<file path="src/sv/qr_codeword_interleaver_defines.svh">
// assertion macros shared by the interleaver rtl files
// depends on clk_i and rst_ni being declared in the module that uses them
`ifndef QR_CODEWORD_INTERLEAVER_DEFINES_SVH
`define QR_CODEWORD_INTERLEAVER_DEFINES_SVH
`ifndef NO_ASSERTIONS
// checked outside reset only
`define QCI_ASSERT(lbl, prop, msg) \
  lbl: assert property (@(posedge clk_i) disable iff (!rst_ni) prop) else $error(msg);
// checked at every edge, reset included
`define QCI_ASSERT_ALWAYS(lbl, prop, msg) \
  lbl: assert property (@(posedge clk_i) prop) else $error(msg);
`else
`define QCI_ASSERT(lbl, prop, msg)
`define QCI_ASSERT_ALWAYS(lbl, prop, msg)
`endif
`endif

</file>
<file path="src/sv/qci_pkg.sv">
// shared types, codes and block tables of the qr codeword interleaver
// no dependencies; imported by every module of the block but qci_ram
`default_nettype none

package qci_pkg;

  localparam int unsigned StoreDepthDef = 4096;
  localparam int unsigned NumVersions   = 40;
  localparam int unsigned QueueDepth    = 2;

  // opcodes carried in tuser
  typedef enum logic [1:0] {
    OpWrData  = 2'd0,
    OpWrEc    = 2'd1,
    OpRead    = 2'd2,
    OpRestart = 2'd3
  } opcode_e;

  // configuration register indexes
  typedef enum logic [0:0] {
    RegVersion = 1'b0,
    RegEcLevel = 1'b1
  } reg_idx_e;

  // one block table entry: group 1 blocks, data bytes per group 1 block, group 2 blocks
  typedef struct packed {
    logic [6:0] g1;
    logic [6:0] k;
    logic [6:0] g2;
  } blk_t;

  // symbol geometry derived from the configuration
  typedef struct packed {
    logic [6:0]  g1;
    logic [6:0]  k;
    logic [6:0]  g2;
    logic [7:0]  nb;
    logic [11:0] g1k;
    logic [11:0] l;
    logic [4:0]  e;
    logic [12:0] nbe;
  } geom_t;

  // one store access queued between front and back
  typedef struct packed {
    logic        wr;
    logic        rd;
    logic        zero;
    logic        last;
    logic [11:0] addr;
    logic [7:0]  data;
  } cmd_t;

  // total codewords per version
  localparam logic [11:0] SymTotal [NumVersions] = '{
    12'd26,   12'd44,   12'd70,   12'd100,  12'd134,  12'd172,  12'd196,  12'd242,
    12'd292,  12'd346,  12'd404,  12'd466,  12'd532,  12'd581,  12'd655,  12'd733,
    12'd815,  12'd901,  12'd991,  12'd1085, 12'd1156, 12'd1258, 12'd1364, 12'd1474,
    12'd1588, 12'd1706, 12'd1828, 12'd1921, 12'd2051, 12'd2185, 12'd2323, 12'd2465,
    12'd2611, 12'd2761, 12'd2876, 12'd3034, 12'd3196, 12'd3362, 12'd3532, 12'd3706
  };

  // block structure per version and ec level (L, M, Q, H)
  localparam blk_t BlkRom [NumVersions][4] = '{
    '{'{7'd1,7'd19,7'd0},   '{7'd1,7'd16,7'd0},   '{7'd1,7'd13,7'd0},   '{7'd1,7'd9,7'd0}},
    '{'{7'd1,7'd34,7'd0},   '{7'd1,7'd28,7'd0},   '{7'd1,7'd22,7'd0},   '{7'd1,7'd16,7'd0}},
    '{'{7'd1,7'd55,7'd0},   '{7'd1,7'd44,7'd0},   '{7'd2,7'd17,7'd0},   '{7'd2,7'd13,7'd0}},
    '{'{7'd1,7'd80,7'd0},   '{7'd2,7'd32,7'd0},   '{7'd2,7'd24,7'd0},   '{7'd4,7'd9,7'd0}},
    '{'{7'd1,7'd108,7'd0},  '{7'd2,7'd43,7'd0},   '{7'd2,7'd15,7'd2},   '{7'd2,7'd11,7'd2}},
    '{'{7'd2,7'd68,7'd0},   '{7'd4,7'd27,7'd0},   '{7'd4,7'd19,7'd0},   '{7'd4,7'd15,7'd0}},
    '{'{7'd2,7'd78,7'd0},   '{7'd4,7'd31,7'd0},   '{7'd2,7'd14,7'd4},   '{7'd4,7'd13,7'd1}},
    '{'{7'd2,7'd97,7'd0},   '{7'd2,7'd38,7'd2},   '{7'd4,7'd18,7'd2},   '{7'd4,7'd14,7'd2}},
    '{'{7'd2,7'd116,7'd0},  '{7'd3,7'd36,7'd2},   '{7'd4,7'd16,7'd4},   '{7'd4,7'd12,7'd4}},
    '{'{7'd2,7'd68,7'd2},   '{7'd4,7'd43,7'd1},   '{7'd6,7'd19,7'd2},   '{7'd6,7'd15,7'd2}},
    '{'{7'd4,7'd81,7'd0},   '{7'd1,7'd50,7'd4},   '{7'd4,7'd22,7'd4},   '{7'd3,7'd12,7'd8}},
    '{'{7'd2,7'd92,7'd2},   '{7'd6,7'd36,7'd2},   '{7'd4,7'd20,7'd6},   '{7'd7,7'd14,7'd4}},
    '{'{7'd4,7'd107,7'd0},  '{7'd8,7'd37,7'd1},   '{7'd8,7'd20,7'd4},   '{7'd12,7'd11,7'd4}},
    '{'{7'd3,7'd115,7'd1},  '{7'd4,7'd40,7'd5},   '{7'd11,7'd16,7'd5},  '{7'd11,7'd12,7'd5}},
    '{'{7'd5,7'd87,7'd1},   '{7'd5,7'd41,7'd5},   '{7'd5,7'd24,7'd7},   '{7'd11,7'd12,7'd7}},
    '{'{7'd5,7'd98,7'd1},   '{7'd7,7'd45,7'd3},   '{7'd15,7'd19,7'd2},  '{7'd3,7'd15,7'd13}},
    '{'{7'd1,7'd107,7'd5},  '{7'd10,7'd46,7'd1},  '{7'd1,7'd22,7'd15},  '{7'd2,7'd14,7'd17}},
    '{'{7'd5,7'd120,7'd1},  '{7'd9,7'd43,7'd4},   '{7'd17,7'd22,7'd1},  '{7'd2,7'd14,7'd19}},
    '{'{7'd3,7'd113,7'd4},  '{7'd3,7'd44,7'd11},  '{7'd17,7'd21,7'd4},  '{7'd9,7'd13,7'd16}},
    '{'{7'd3,7'd107,7'd5},  '{7'd3,7'd41,7'd13},  '{7'd15,7'd24,7'd5},  '{7'd15,7'd15,7'd10}},
    '{'{7'd4,7'd116,7'd4},  '{7'd17,7'd42,7'd0},  '{7'd17,7'd22,7'd6},  '{7'd19,7'd16,7'd6}},
    '{'{7'd2,7'd111,7'd7},  '{7'd17,7'd46,7'd0},  '{7'd7,7'd24,7'd16},  '{7'd34,7'd13,7'd0}},
    '{'{7'd4,7'd121,7'd5},  '{7'd4,7'd47,7'd14},  '{7'd11,7'd24,7'd14}, '{7'd16,7'd15,7'd14}},
    '{'{7'd6,7'd117,7'd4},  '{7'd6,7'd45,7'd14},  '{7'd11,7'd24,7'd16}, '{7'd30,7'd16,7'd2}},
    '{'{7'd8,7'd106,7'd4},  '{7'd8,7'd47,7'd13},  '{7'd7,7'd24,7'd22},  '{7'd22,7'd15,7'd13}},
    '{'{7'd10,7'd114,7'd2}, '{7'd19,7'd46,7'd4},  '{7'd28,7'd22,7'd6},  '{7'd33,7'd16,7'd4}},
    '{'{7'd8,7'd122,7'd4},  '{7'd22,7'd45,7'd3},  '{7'd8,7'd23,7'd26},  '{7'd12,7'd15,7'd28}},
    '{'{7'd3,7'd117,7'd10}, '{7'd3,7'd45,7'd23},  '{7'd4,7'd24,7'd31},  '{7'd11,7'd15,7'd31}},
    '{'{7'd7,7'd116,7'd7},  '{7'd21,7'd45,7'd7},  '{7'd1,7'd23,7'd37},  '{7'd19,7'd15,7'd26}},
    '{'{7'd5,7'd115,7'd10}, '{7'd19,7'd47,7'd10}, '{7'd15,7'd24,7'd25}, '{7'd23,7'd15,7'd25}},
    '{'{7'd13,7'd115,7'd3}, '{7'd2,7'd46,7'd29},  '{7'd42,7'd24,7'd1},  '{7'd23,7'd15,7'd28}},
    '{'{7'd17,7'd115,7'd0}, '{7'd10,7'd46,7'd23}, '{7'd10,7'd24,7'd35}, '{7'd19,7'd15,7'd35}},
    '{'{7'd17,7'd115,7'd1}, '{7'd14,7'd46,7'd21}, '{7'd29,7'd24,7'd19}, '{7'd11,7'd15,7'd46}},
    '{'{7'd13,7'd115,7'd6}, '{7'd14,7'd46,7'd23}, '{7'd44,7'd24,7'd7},  '{7'd59,7'd16,7'd1}},
    '{'{7'd12,7'd121,7'd7}, '{7'd12,7'd47,7'd26}, '{7'd39,7'd24,7'd14}, '{7'd22,7'd15,7'd41}},
    '{'{7'd6,7'd121,7'd14}, '{7'd6,7'd47,7'd34},  '{7'd46,7'd24,7'd10}, '{7'd2,7'd15,7'd64}},
    '{'{7'd17,7'd122,7'd4}, '{7'd29,7'd46,7'd14}, '{7'd49,7'd24,7'd10}, '{7'd24,7'd15,7'd46}},
    '{'{7'd4,7'd122,7'd18}, '{7'd13,7'd46,7'd32}, '{7'd48,7'd24,7'd14}, '{7'd42,7'd15,7'd32}},
    '{'{7'd20,7'd117,7'd4}, '{7'd40,7'd47,7'd7},  '{7'd43,7'd24,7'd22}, '{7'd10,7'd15,7'd67}},
    '{'{7'd19,7'd118,7'd6}, '{7'd18,7'd47,7'd31}, '{7'd34,7'd24,7'd34}, '{7'd20,7'd15,7'd61}}
  };

endpackage

`default_nettype wire

</file>
<file path="src/sv/qci_front.sv">
// front end: accepts transactions, keeps write pointers and the read sequence,
// turns in-range writes and every read into a store command; depends on qci_pkg
`default_nettype none

module qci_front #(
  parameter int unsigned StoreDepth = qci_pkg::StoreDepthDef
) (
  input  logic             clk_i,
  input  logic             rst_ni,
  input  logic             s_valid_i,
  output logic             s_ready_o,
  input  logic [1:0]       s_op_i,
  input  logic [7:0]       s_byte_i,
  input  logic             busy_i,
  input  logic             restart_i,
  input  qci_pkg::geom_t   geom_i,
  input  logic             full_i,
  output logic             push_o,
  output qci_pkg::cmd_t    cmd_o
);
  import qci_pkg::*;

  localparam logic [12:0] DepthLim = 13'(StoreDepth);

  typedef enum logic [3:0] {
    PhData  = 4'b0001,
    PhExtra = 4'b0010,
    PhEc    = 4'b0100,
    PhRem   = 4'b1000
  } phase_e;

  typedef struct packed {
    phase_e      phase;
    logic [7:0]  row;
    logic [7:0]  blk;
    logic [12:0] base;
  } rd_t;

  phase_e       phase_q, phase_d;
  logic [6:0]   row_q, row_d;
  logic [6:0]   blk_q, blk_d;
  logic [11:0]  base_q, base_d;
  logic [11:0]  dwp_q, dwp_d;
  logic [11:0]  ewp_q, ewp_d;
  rd_t          cur, adv, nxt;
  logic [12:0]  raddr;
  logic         rlast;
  logic [12:0]  ec_addr;
  logic         accept;

  // move past phases that hold no bytes
  function automatic rd_t settle(rd_t s, geom_t g);
    rd_t r;
    r = s;
    if (r.phase == PhData && (r.row >= {1'b0, g.k} || g.nb == 8'd0)) begin
      r.phase = PhExtra;
      r.row   = '0;
      r.blk   = '0;
      r.base  = {1'b0, g.g1k};
    end
    if (r.phase == PhExtra && r.blk >= {1'b0, g.g2}) begin
      r.phase = PhEc;
      r.row   = '0;
      r.blk   = '0;
      r.base  = {1'b0, g.l};
    end
    if (r.phase == PhEc && (r.row >= {3'b0, g.e} || g.nb == 8'd0)) begin
      r.phase = PhRem;
      r.row   = '0;
      r.blk   = '0;
      r.base  = '0;
    end
    return r;
  endfunction

  assign s_ready_o = !busy_i && !full_i;
  assign accept    = s_valid_i && s_ready_o;

  // read sequence step
  always_comb begin
    cur       = settle('{phase_q, {1'b0, row_q}, {1'b0, blk_q}, {1'b0, base_q}}, geom_i);
    adv       = cur;
    raddr     = '0;
    rlast     = 1'b0;
    case (cur.phase)
      PhData: begin
        raddr    = cur.base + {5'b0, cur.row};
        adv.base = cur.base + ((cur.blk < {1'b0, geom_i.g1}) ? {6'b0, geom_i.k}
                                                             : {6'b0, geom_i.k} + 13'd1);
        adv.blk  = cur.blk + 8'd1;
        if (adv.blk >= geom_i.nb) begin
          adv.blk  = '0;
          adv.base = '0;
          adv.row  = cur.row + 8'd1;
        end
      end
      PhExtra: begin
        raddr    = cur.base + {6'b0, geom_i.k};
        adv.base = cur.base + {6'b0, geom_i.k} + 13'd1;
        adv.blk  = cur.blk + 8'd1;
      end
      PhEc: begin
        raddr    = cur.base + {5'b0, cur.row};
        adv.base = cur.base + {8'b0, geom_i.e};
        adv.blk  = cur.blk + 8'd1;
        if (adv.blk >= geom_i.nb) begin
          adv.blk  = '0;
          adv.base = {1'b0, geom_i.l};
          adv.row  = cur.row + 8'd1;
        end
      end
      PhRem: begin
        rlast = 1'b1;
        adv   = '{PhData, 8'd0, 8'd0, 13'd0};
      end
      default: adv = cur;
    endcase
    nxt = rlast ? adv : settle(adv, geom_i);
  end

  assign ec_addr = {1'b0, geom_i.l} + {1'b0, ewp_q};

  // command generation and pointer updates
  always_comb begin
    phase_d = phase_q;
    row_d   = row_q;
    blk_d   = blk_q;
    base_d  = base_q;
    dwp_d   = dwp_q;
    ewp_d   = ewp_q;
    push_o  = 1'b0;
    cmd_o   = '0;
    cmd_o.data = s_byte_i;
    if (accept) begin
      case (opcode_e'(s_op_i))
        OpWrData: begin
          if (dwp_q < geom_i.l) begin
            dwp_d      = dwp_q + 12'd1;
            push_o     = ({1'b0, dwp_q} < DepthLim);
            cmd_o.wr   = 1'b1;
            cmd_o.addr = dwp_q;
          end
        end
        OpWrEc: begin
          if ({1'b0, ewp_q} < geom_i.nbe) begin
            ewp_d      = ewp_q + 12'd1;
            push_o     = (ec_addr < DepthLim);
            cmd_o.wr   = 1'b1;
            cmd_o.addr = ec_addr[11:0];
          end
        end
        OpRead: begin
          push_o     = 1'b1;
          cmd_o.rd   = 1'b1;
          cmd_o.last = rlast;
          cmd_o.zero = rlast || (raddr >= DepthLim);
          cmd_o.addr = raddr[11:0];
          phase_d    = nxt.phase;
          row_d      = nxt.row[6:0];
          blk_d      = nxt.blk[6:0];
          base_d     = nxt.base[11:0];
        end
        OpRestart: begin
          phase_d = PhData;
          row_d   = '0;
          blk_d   = '0;
          base_d  = '0;
          dwp_d   = '0;
          ewp_d   = '0;
        end
        default: push_o = 1'b0;
      endcase
    end
    if (restart_i) begin
      phase_d = PhData;
      row_d   = '0;
      blk_d   = '0;
      base_d  = '0;
      dwp_d   = '0;
      ewp_d   = '0;
    end
  end

  // pointers and read sequence
  always_ff @(posedge clk_i or negedge rst_ni) begin
    if (!rst_ni) begin
      phase_q <= PhData;
      row_q   <= '0;
      blk_q   <= '0;
      base_q  <= '0;
      dwp_q   <= '0;
      ewp_q   <= '0;
    end else begin
      phase_q <= phase_d;
      row_q   <= row_d;
      blk_q   <= blk_d;
      base_q  <= base_d;
      dwp_q   <= dwp_d;
      ewp_q   <= ewp_d;
    end
  end

endmodule

`default_nettype wire

</file>
<file path="config.mk">
export PLATFORM = sky130hd
export DESIGN_NAME = qci_front
export DESIGN_NICKNAME = d
export VERILOG_FILES = /design/src/sv/qr_codeword_interleaver_defines.svh /design/src/sv/qci_pkg.sv /design/src/sv/qci_front.sv
export SDC_FILE = /design/constraint.sdc
export NUM_CORES = 1
export LEC_CHECK = 0
export BUFFER_PORTS_ARGS = -buffer_cell sky130_fd_sc_hd__buf_2
export CAP_MARGIN = 25
export CORE_MARGIN = 2
export CORE_UTILIZATION = 55
export CTS_CLUSTER_SIZE = 16
export DETAILED_ROUTE_END_ITERATION = 7
export GPL_ROUTABILITY_DRIVEN = 0
export PLACE_DENSITY_LB_ADDON = 0.1
export SETUP_SLACK_MARGIN = 0.5
export SLEW_MARGIN = 20
export SYNTH_ARGS = -nofsm -noshare
export SYNTH_HDL_FRONTEND = slang
export SYNTH_SLANG_ARGS = --single-unit
</file>
<file path="constraint.sdc">
create_clock -name clk_i -period 16.85 [get_ports clk_i]
set_clock_uncertainty 0.15 [all_clocks]
set_input_delay 2.5275 -clock clk_i [delete_from_list [all_inputs] [get_ports clk_i]]
set_output_delay 2.5275 -clock clk_i [all_outputs]
set_load 0.05 [all_outputs]
</file>
==> results of run 1 <==
metrics by stage:
step,std cells,hold slack (ns),cell area [sq um],power (W)
global route,1421,0.375,9540,0.000364
CTS,1420,0.347,9480,0.000347
global placement,1412,0.323,9320,0.000231
finish,1421,0.343,9540,0.000349
detailed placement,1412,0.330,9320,0.000232
floorplan,1129,0.310,8600,0.000199
placed cells by master (no fill, tap or decap), drive strengths merged, types with 7 or more instances in the layout:
cell,instances
o21ai,69
inv,91
dfrtp,53
and2,19
nor4,9
nor2b,12
or4,7
a21o,27
a22oi,12
nor3,28
a211oi,15
ha,119
or3,8
o22ai,10
mux2i,7
a311oi,8
nand4,17
a222oi,8
o2111ai,7
nor2,102
nand2b,15
nand2,100
xor2,32
and3,18
a31oi,9
xnor2,45
nand3,25
o211ai,12
buf,123
a22o,16
a21oi,80
a32o,9
o21bai,15
power groups by stage:
stage / Combinational [W] / Clock (W) / Sequential [W]
detailed placement: 0.0000962 / 0 / 0.000135
global placement: 0.0000955 / 0 / 0.000135
finish: 0.000100 / 0.000116 / 0.000133
global route: 0.000110 / 0.000121 / 0.000133
CTS: 0.0000970 / 0.000117 / 0.000133
floorplan: 0.0000639 / 0 / 0.000135
final timing paths:
check | start | endpoint | depth (start not counted)
min in group asynchronous | rst_ni | ewp_q[7] | 2
max in group asynchronous | rst_ni | row_q[0] | 2
setup / recovery | geom_i[61] | base_q[9] | 64
hold / removal | base_q[6] | base_q[6] | 1
hold reg to reg | base_q[6] | base_q[6] | 1
setup reg to reg | row_q[6] | base_q[9] | 62
layout make-up:
cell class / count / area, sq um / share of cell area, %
repair buffers: 123 / 683 / 7.16
well taps: 211 / 264 / 2.77
flip-flops and latches: 54 / 1350 / 14.2
clock buffers: 6 / 139 / 1.46
multi-input cells: 935 / 6750 / 70.7
inverters: 90 / 338 / 3.54
clock inverters: 2 / 16.3 / 0.170
per-layer routing:
metal  routed length [microns]  part of all wire (%)  global-route usage [%]
met1                     13100                    46                    50.4
met3                      3010                    11                    7.35
met2                     11400                    40                    47.3
met4                      1070                   3.7                    13.2
met5                         0                     0                       0
worst reg2reg max path: cells and delay by family (launching register included):
kind,cells,cell delay [ns]
simple gates,23,3.77
flops,1,0.49
fa+ha+maj,8,2.25
buf+inv,2,0.44
compound gates,27,6.12
xor+xnor,2,0.28
logic make-up (layout without fill, tap and decap cells):
logic type      Yosys count  in the layout  synth area share [%]
fa+ha+maj               124            124                  18.5
xor+xnor                 77             77                  7.93
flops                    54             54                  15.7
mux                      13             13                  1.60
simple gates            377            377                  22.0
compound gates          344            344                  27.6
buf+inv                 140            221                  6.65
flip-flops by register name (all words and copies together), names as in the netlist:
name,cells
dwp_q,12
blk_q,7
ewp_q,12
row_q,7
phase_q,4
base_q,12
what timing repair did:
action | in CTS | in global routing
setup endpoints to repair | 0 | 26
setup buffers | 0 | 1
resized for setup | 0 | 15
hold buffers | 0 | 0
==> metrics.md, run 1 <==
| Metric | Value |
|---|---|
| Status | `completed` |
| Delay-heaviest family, CP | `compound AO/OA/AOI/OAI gates` |
| Mapped Area | `about 8600 sq um` |
| P_leak | `between 4 and 5 nW` |
| Worst skew pair latency | `0.31 ns` |
| CTS root buffer | `clkbuf_16` |
| Vias in the first global route | `8072` |
| Post-synth cell types | `84` |
| Clock slew at reported path FFs | `0.08 ns` |
| CP Capture Type | `register` |
| Max incr delay on CP | `0.60 ns` |
| Crit share post-route | `between 90 and 100%` |
| Switching Share | `34.6%` |
| CP most frequent cell | `ha_1` |
| P_int | `0.000228 W` |
| Total Wirelength | `28.5 mm` |
| Switching power | `about 0.00012 W` |
| Largest net degree at the start of global routing | `55` |
| Main synth FF type | `dfrtp_1` |
| Cell Rows | `between 40 and 50` |
| Core area | `roughly 15000 sq um` |
| Avg WL per Cell | `around 20 microns` |
| Max Fanout on Critical Path | `19` |
| Vias per cell | `6.38` |
| Req. time, crit path | `16.94 ns` |
| First-pass GRT wire length | `43.9 mm` |
| YS warnings | `0` |
| Asr flop ratio synth | `between 90% and 100%` |
| Die W | `about 130 microns` |
| Max-Cap Viols | `0` |
| Minimum clock period | `15.50 ns` |
| Synth top area share | `approximately 17%` |
| H-tree depth | `2` |
| Post-synth EDFFs | `0` |
| Global route total overflow | `0` |
| Hold Fails Final Rpt | `0` |
| Sequential fraction of the synthesis area | `15.7%` |
| Slowest cell on crit path | `or4_1` |
| Vias | `9073` |
| Ports | `113` |
| Crit start category | `input pin` |
| Synth-to-layout area growth | `11.0%` |
| Pre-Repair DR Iteration Count | `8` |
| GRT Overall Usage | `33.8%` |
| Setup TNS | `0 ns` |
| Reg power frac | `38.0%` |
| Flop2flop setup slack | `approximately 3.2 ns` |
| Crit path DAT | `15.59 ns` |
| Synth Register Bits | `54` |
| Fmax achieved | `between 60 and 70 MHz` |
| Max-slew headroom | `26.6%` |
| Post-placement setup slack | `0.246 ns` |
| Initial Util | `between 50% and 60%` |
| CP bufs+invs | `4` |
| Mapped Cells | `1129` |
| Maximum vdd drop | `about 36 uV` |
| Initial DRC count | `936` |
| IO Port Bufs | `96` |
| Initial antenna violation count | `0` |
| Die Area | `16700 sq um` |
| Die H | `129 microns` |
| Top-count cell post-synth | `ha_1` |
| Share of layout cells above drive strength 1 | `14.5%` |
| Post-synth top cells | `ha_1 (119), nand2_1 (100), nor2_1 (98)` |
| Antenna-violating nets left | `0` |
| Pwr per Cell Area | `36.6 nW/um^2` |
| # fillers | `1403` |
| PnR worst setup slack | `1.35 ns` |
| Final routed DRC violation total | `0` |
| Syn nets | `1340` |
| Crit path kind | `in -> reg` |
| Yosys top cell by area | `ha_1` |
| Layout Nets | `1420` |
| Clk sinks | `54` |
| Top post-synthesis cells by area | `ha_1 (17%), dfrtp_1 (15%), a21oi_1 (4.7%)` |
| Hold Crit Class | `reg -> reg` |
| CTS Buffer Depth | `2` |
| Clock share of power | `33.2%` |
| Syn Area/Cell | `around 7.6 sq um` |
| Utilization after layout | `about 63%` |
| RSZ-0062 raised after global routing | `false` |
| Clock buffer count from CTS | `5` |
| Clock tree from TritonCTS | `done` |
| Fin. max-slew vios | `0` |
| Antenna cells | `0` |
| Comb power frac | `28.7%` |
| Least-Margin Pin Slew | `~1.1 ns` |
| Dpl hpwl | `approximately 22 mm` |
| Final setup vio count | `0` |
Power figures use the tool's default switching activity.
==> run 2, diff against run 1 <==
CORE_UTILIZATION = 40   (was 55)
==> run 2 against run 1 <==
  * Setup slack improved by 0.10 ns
  * Utilization decreased by 17 points
  * Global-route usage decreased by 6.6 points
  * Routed wire length increased by 8.1%
  * Total power decreased by 0.98%
  * Combinational power about the same
  * Sequential share of layout area decreased by 0.092 points
  * Clock-buffer cell count decreased by 1
  * Sequential cell count unchanged
  * Die area increased by 36%
  * Clock power decreased by 3%
  * Largest power group unchanged
==> metrics.md, run 2 (synthesis gave the netlist of run 1 again) <==
| Metric | Value |
|---|---|
| Status | `completed` |
| Crit share post-route | `91.4% (-0.62 points)` |
| Vias | `8869 (-2.2%)` |
| Minimum clock period | `15.40 ns (-0.104 ns)` |
| First-pass GRT wire length | `47.3 mm (+7.8%)` |
| Final routed DRC violation total | `0 (unchanged)` |
| Hold Fails Final Rpt | `0 (unchanged)` |
| Crit path DAT | `15.49 ns (-0.10 ns)` |
| Die W | `151 microns (+17%)` |
| Pre-Repair DR Iteration Count | `7 (-1)` |
| Largest net degree at the start of global routing | `55 (unchanged)` |
| Most frequent cells in the layout | `ha_1 (119), nand2_1 (100), nor2_1 (98)` |
| PnR worst setup slack | `1.45 ns (+0.104 ns)` |
| IO Port Bufs | `96 (unchanged)` |
| P_leak | `4.79 nW (about the same)` |
| Antenna-violating nets left | `0 (unchanged)` |
| Global route total overflow | `0 (unchanged)` |
| RSZ-0062 raised after global routing | `false` |
| Initial antenna violation count | `0 (unchanged)` |
| Fmax achieved | `64.9 MHz (+0.67%)` |
| Layout Nets | `1422 (+0.14%)` |
| Largest regs | `base_q x12, dwp_q x12, ewp_q x12` |
| Final setup vio count | `0 (unchanged)` |
| GRT Overall Usage | `27.3% (-6.6 points)` |
| Crit path kind | `in -> reg` |
| Clock buffer count from CTS | `5 (unchanged)` |
| Vias in the first global route | `8045 (-0.33%)` |
| Max-Cap Viols | `0 (unchanged)` |
| Synth-to-layout area growth | `11.7%` |
| Initial Util | `40.8% (-16 points)` |
| Ports | `113 (unchanged)` |
| Clk sinks | `54 (unchanged)` |
| Crit start category | `input pin` |
| Req. time, crit path | `16.94 ns (about the same)` |
| Maximum vdd drop | `37.4 uV (+2.9%)` |
| CTS Hold Bufs | `0 (unchanged)` |
| CTS root buffer | `clkbuf_16` |
| Die H | `151 microns (+17%)` |
| Delay-heaviest family, CP | `compound AO/OA/AOI/OAI gates` |
| Initial DRC count | `764 (-18%)` |
| Die Area | `22700 sq um (+36%)` |
| Vias per cell | `5.97 (-6.5%)` |
| Avg WL per Cell | `20.8 microns (+3.4%)` |
| CP bufs+invs | `5 (+1)` |
| Least-Margin Pin Slew | `1.02 ns (-0.0706 ns)` |
| Max incr delay on CP | `0.58 ns (-0.02 ns)` |
| Dpl hpwl | `24.5 mm (+9.5%)` |
| Most common cell after layout, fill and taps aside | `ha_1` |
| Max-slew headroom | `31.6% (+5.1 points)` |
| Clock slew at reported path FFs | `0.07 ns (about the same)` |
| H-tree depth | `2 (unchanged)` |
| Cell Rows | `53 (+18%)` |
| Core area | `21100 sq um (+38%)` |
| CP most frequent cell | `ha_1` |
| Share of layout cells above drive strength 1 | `14.3% (-0.26 points)` |
| Clock tree from TritonCTS | `done` |
| Worst skew pair latency | `0.31 ns (about the same)` |
| Setup TNS | `0 ns (unchanged)` |
| Total Wirelength | `30.8 mm (+8.1%)` |
| Slowest cell on crit path | `or4_1` |
| Max Fanout on Critical Path | `14 (-5)` |
| Hold Crit Class | `reg -> reg` |
| CP Capture Type | `register` |
| Post-placement setup slack | `0.477 ns (+0.231 ns)` |
| Fin. max-slew vios | `0 (unchanged)` |
| Pwr per Cell Area | `36.0 nW/um^2 (-1.6%)` |
| CTS Buffer Depth | `2 (unchanged)` |
| # fillers | `2241 (+60%)` |
| Antenna cells | `0 (unchanged)` |
[run 2: cell count changes in the layout (fill, tap and decap cells not counted), sizes merged]
cell | before | now
buf | 123 | 125
clkbuf | 6 | 5
clkinv | 0 | 1
clkinvlp | 1 | 0
[run 2: final timing paths]
| check | startpoint | to | slack [ns] | depth (start not counted) |
|---|---|---|---|---|
| min in group asynchronous | rst_ni | ewp_q[11] | 2.20 | 2 |
| worst min register to register | base_q[5] | base_q[5] | 0.34 | 1 |
| worst min-delay path | base_q[5] | base_q[5] | 0.34 | 1 |
| worst max-delay path | geom_i[61] | base_q[9] | 1.45 | 66 |
| max in group asynchronous | rst_ni | dwp_q[5] | 13.81 | 2 |
| worst max register to register | row_q[0] | base_q[9] | 3.37 | 65 |
[run 2: cell type report]
cell class | count | area, sq um | area share, %
Clock inverter | 2 | 13.8 | 0.143
Multi-Input combinational cell | 935 | 6740 | 70.1
Tap cell | 275 | 344 | 3.58
Timing Repair Buffer | 125 | 696 | 7.24
Inverter | 90 | 338 | 3.52
Sequential cell | 54 | 1350 | 14.1
Clock buffer | 5 | 125 | 1.30
[run 2: stage by stage]
stage / hold WS [ns] / cells / area, sq um / total power [W] / utilization [%]
after floorplan: 0.310 / 1129 / 8600 / 0.000199 / -
after global placement: 0.326 / 1477 / 9410 / 0.000234 / 44.6
after detailed placement: 0.328 / 1478 / 9410 / 0.000234 / 44.6
after CTS: 0.346 / 1485 / 9550 / 0.000346 / 45.3
after global routing: 0.365 / 1486 / 9610 / 0.000363 / 45.6
final: 0.342 / 1486 / 9610 / 0.000346 / 45.6
[run 2: timing repair]
item / 4_1_cts / 5_1_grt
endpoints found under the setup margin: 0 / 26
setup buffers: 0 / 1
resized for setup: 0 / 11
[run 2: routing by layer]
layer  GRT usage, %  up-vias  routed length [microns]
met5              0        -                        0
met4           5.70        0                      551
met3           4.33       29                     2370
met2           40.0      361                    12900
met1           41.7     4178                    15000
li1               -     4301                        -
[run 2: power breakdown]
part / internal [W] / total [W] / switching [W]
combinational: 0.0000374 / 0.000101 / 0.0000637
clock: 0.0000550 / 0.000112 / 0.0000569
sequential: 0.000131 / 0.000133 / 0.00000201
total: 0.000223 / 0.000346 / 0.000123
==> run 3, diff against run 2 <==
ABC_AREA = 1   (was not set)
==> run 3 against run 2 <==
  * Register-to-register slack better by 0.60 ns
  * Total power up 6.5%
  * Utilization fell by 1.3 points
  * Worst hold slack lost 0.0048 ns
  * Cell count is 18% higher
  * Fmax is 3.5% higher
  * Synthesized area up 1.9%
  * Die area up 1.8%
  * First-iteration DRC count fell by 9.7%
  * Critical path depth is 12 higher
  * Clock power rose by 16%
  * Critical endpoint is now phase_q[3]
  * Largest cell class unchanged
==> metrics.md, run 3 <==
| Metric | Value |
|---|---|
| Status | `completed` |
| Largest net degree at the start of global routing | `55 (unchanged)` |
| Initial DRC count | `690 (-9.7%)` |
| Pre-Repair DR Iteration Count | `5 (-2)` |
| YS warnings | `0 (unchanged)` |
| Pwr per Cell Area | `38.3 nW/um^2 (+6.5%)` |
| Final setup vio count | `0 (unchanged)` |
| Synth top area share | `17.0% (-0.32 points)` |
| Crit share post-route | `88.3% (-3.1 points)` |
| CP Capture Type | `register` |
| CTS Hold Bufs | `0 (unchanged)` |
| Vias per cell | `5.41 (-9.4%)` |
| Syn Area/Cell | `6.22 sq um (-18%)` |
| Slowest cell on crit path | `nand2_2` |
| Yosys top cell by area | `ha_1` |
| Hold Crit Class | `reg -> reg` |
| GRT Overall Usage | `25.9% (-1.4 points)` |
| Antenna cells | `0 (unchanged)` |
| Vias | `9518 (+7.3%)` |
| Synth Register Bits | `54 (unchanged)` |
| Reg power frac | `37.1% (-1.3 points)` |
| Share of layout cells above drive strength 1 | `10.6% (-3.7 points)` |
| Vias in the first global route | `9012 (+12%)` |
| CTS Buffer Depth | `2 (unchanged)` |
| Max-slew headroom | `41.9% (+10 points)` |
| Syn nets | `1619 (+21%)` |
| Post-synth EDFFs | `0 (unchanged)` |
| Max incr delay on CP | `0.40 ns (-0.18 ns)` |
| Avg WL per Cell | `17.3 microns (-17%)` |
| IO Port Bufs | `96 (unchanged)` |
| CP most frequent cell | `nand2_1` |
| Req. time, crit path | `16.89 ns (-0.05 ns)` |
| Minimum clock period | `14.88 ns (-0.522 ns)` |
| Final routed DRC violation total | `0 (unchanged)` |
| Post-synth cell types | `53 (-37%)` |
| Area after DPL | `9410 sq um (unchanged)` |
| Crit start category | `input pin` |
| Max Fanout on Critical Path | `27 (+13)` |
| Max-Cap Viols | `0 (unchanged)` |
| Die H | `152 microns (+0.90%)` |
| Comb power frac | `27.6% (-1.7 points)` |
| Initial antenna violation count | `0 (unchanged)` |
| Sequential fraction of the synthesis area | `15.4% (-0.29 points)` |
| Layout Nets | `1691 (+19%)` |
| Antenna-violating nets left | `0 (unchanged)` |
| Mapped Area | `8760 sq um (+1.9%)` |
| Maximum vdd drop | `39.1 uV (+4.6%)` |
| Synth-to-layout area growth | `9.67%` |
| Crit path kind | `in -> reg` |
| Clock slew at reported path FFs | `0.08 ns (about the same)` |
| Main synth FF type | `dfrtp_1` |
| Total Wirelength | `30.4 mm (-1.5%)` |
| Die Area | `23100 sq um (+1.8%)` |
| Top-count cell post-synth | `nand2_1` |
| Setup TNS | `0 ns (unchanged)` |
| Post-placement setup slack | `1.22 ns (+0.739 ns)` |
| Core area | `21700 sq um (+2.8%)` |
| Mapped Cells | `1408 (+25%)` |
| Ports | `113 (unchanged)` |
| Switching power | `0.000127 W (+3.2%)` |
| Finished Cell Area | `9610 sq um (about the same)` |
| Top post-synthesis cells by area | `ha_1 (17%), dfrtp_1 (15%), nand2_1 (14%)` |
| P_int | `0.000242 W (+8.3%)` |
| Most common cell after layout, fill and taps aside | `nand2_1` |
| Fin. max-slew vios | `0 (unchanged)` |
| Clock buffer count from CTS | `5 (unchanged)` |
| Clock tree from TritonCTS | `done` |
| Switching Share | `34.4% (-1.1 points)` |
| Largest regs | `base_q x12, dwp_q x12, ewp_q x12` |
| Post-synth top cells | `nand2_1 (330), inv_1 (225), nor2_1 (135)` |
| Clk sinks | `54 (unchanged)` |
| Crit path DAT | `14.92 ns (-0.57 ns)` |
| Least-Margin Pin Slew | `0.866 ns (-0.155 ns)` |
| Cell Rows | `54 (+1.9%)` |
| CTS root buffer | `clkbuf_16` |
| Fmax achieved | `67.2 MHz (+3.5%)` |
| H-tree depth | `2 (unchanged)` |
| First-pass GRT wire length | `48.0 mm (+1.4%)` |
| Clock share of power | `35.3% (+2.9 points)` |
| Most frequent cells in the layout | `nand2_1 (330), inv_1 (224), nor2_1 (134)` |
| RSZ-0062 raised after global routing | `false` |
| Hold Fails Final Rpt | `0 (unchanged)` |
| PnR worst setup slack | `1.97 ns (+0.522 ns)` |
| Global route total overflow | `0 (unchanged)` |
| Worst skew pair latency | `0.31 ns (about the same)` |
| P_leak | `5.54 nW (+16%)` |
| Die W | `152 microns (+0.90%)` |
| Worst hold slack | `0.337 ns (-0.00480 ns)` |
| Asr flop ratio synth | `100% (unchanged)` |
| Dpl hpwl | `24.6 mm (about the same)` |
| Initial Util | `40.4% (-0.39 points)` |
run 3: final cells by class:
class | count | area (sq um)
well taps | 280 | 350
clock buffers | 6 | 139
flip-flops and latches | 54 | 1350
repair buffers | 108 | 571
fillers | 2410 | 12100
multi-input cells | 1080 | 6290
inverters | 231 | 871
clock inverters | 1 | 30.0
run 3: metrics by stage:
stage / power [W] / utilization [%] / instances
after floorplan: 0.000206 / - / 1408
after global placement: 0.000241 / 43.4 / 1751
after detailed placement: 0.000241 / 43.4 / 1751
after CTS: 0.000369 / 44.2 / 1758
after global routing: 0.000388 / 44.3 / 1760
final: 0.000368 / 44.3 / 1760
run 3: power by group through the flow:
stage          clock, W  combinational, W  sequential [W]
6_report       0.000130          0.000102        0.000137
5_1_grt        0.000135          0.000115        0.000137
4_1_cts        0.000131          0.000102        0.000137
3_5_place_dp          0          0.000101        0.000139
3_3_place_gp          0          0.000101        0.000139
2_1_floorplan         0         0.0000678        0.000138
run 3: path summary, 6_finish.rpt:
path	cells after the start	slack, ns	endpoint	start
min reg2reg	2	0.34	base_q[0]	base_q[0]
max reg2reg	77	3.97	phase_q[3]	row_q[6]
min	2	0.34	base_q[0]	base_q[0]
max	78	1.97	phase_q[3]	geom_i[59]
min in group asynchronous	2	2.22	ewp_q[3]	rst_ni
max in group asynchronous	2	13.79	row_q[1]	rst_ni
run 3: critical path, delay by kind of cell:
family                     cells  cell delay [ns]
and+or+nand+nor               35             5.47
AOI/OAI and AO/OA             25             3.50
buffers and inverters         10             1.17
adders and majority gates      8             2.16
run 3: kinds of logic after synthesis:
kind of cell / synth area share [%]
adder cells (fa/ha/maj): 18.1
buffers and inverters: 12.8
flip-flops: 15.4
AND/OR/NAND/NOR: 32.1
AO/OA/AOI/OAI: 18.3
XOR/XNOR: 3.20
run 3: timing repair:
item | CTS | global route
setup endpoints to repair | 0 | 27
buffers inserted | 0 | 2
resized for setup | 0 | 2
run 3: routing by layer:
metal / vias up / routed length (microns) / global-route usage, %
li1: 4790 / - / -
met1: 4366 / 13400 / 33.4
met2: 295 / 14400 / 44.6
met3: 67 / 1560 / 2.88
met4: 0 / 1050 / 9.39
met5: - / 0 / 0
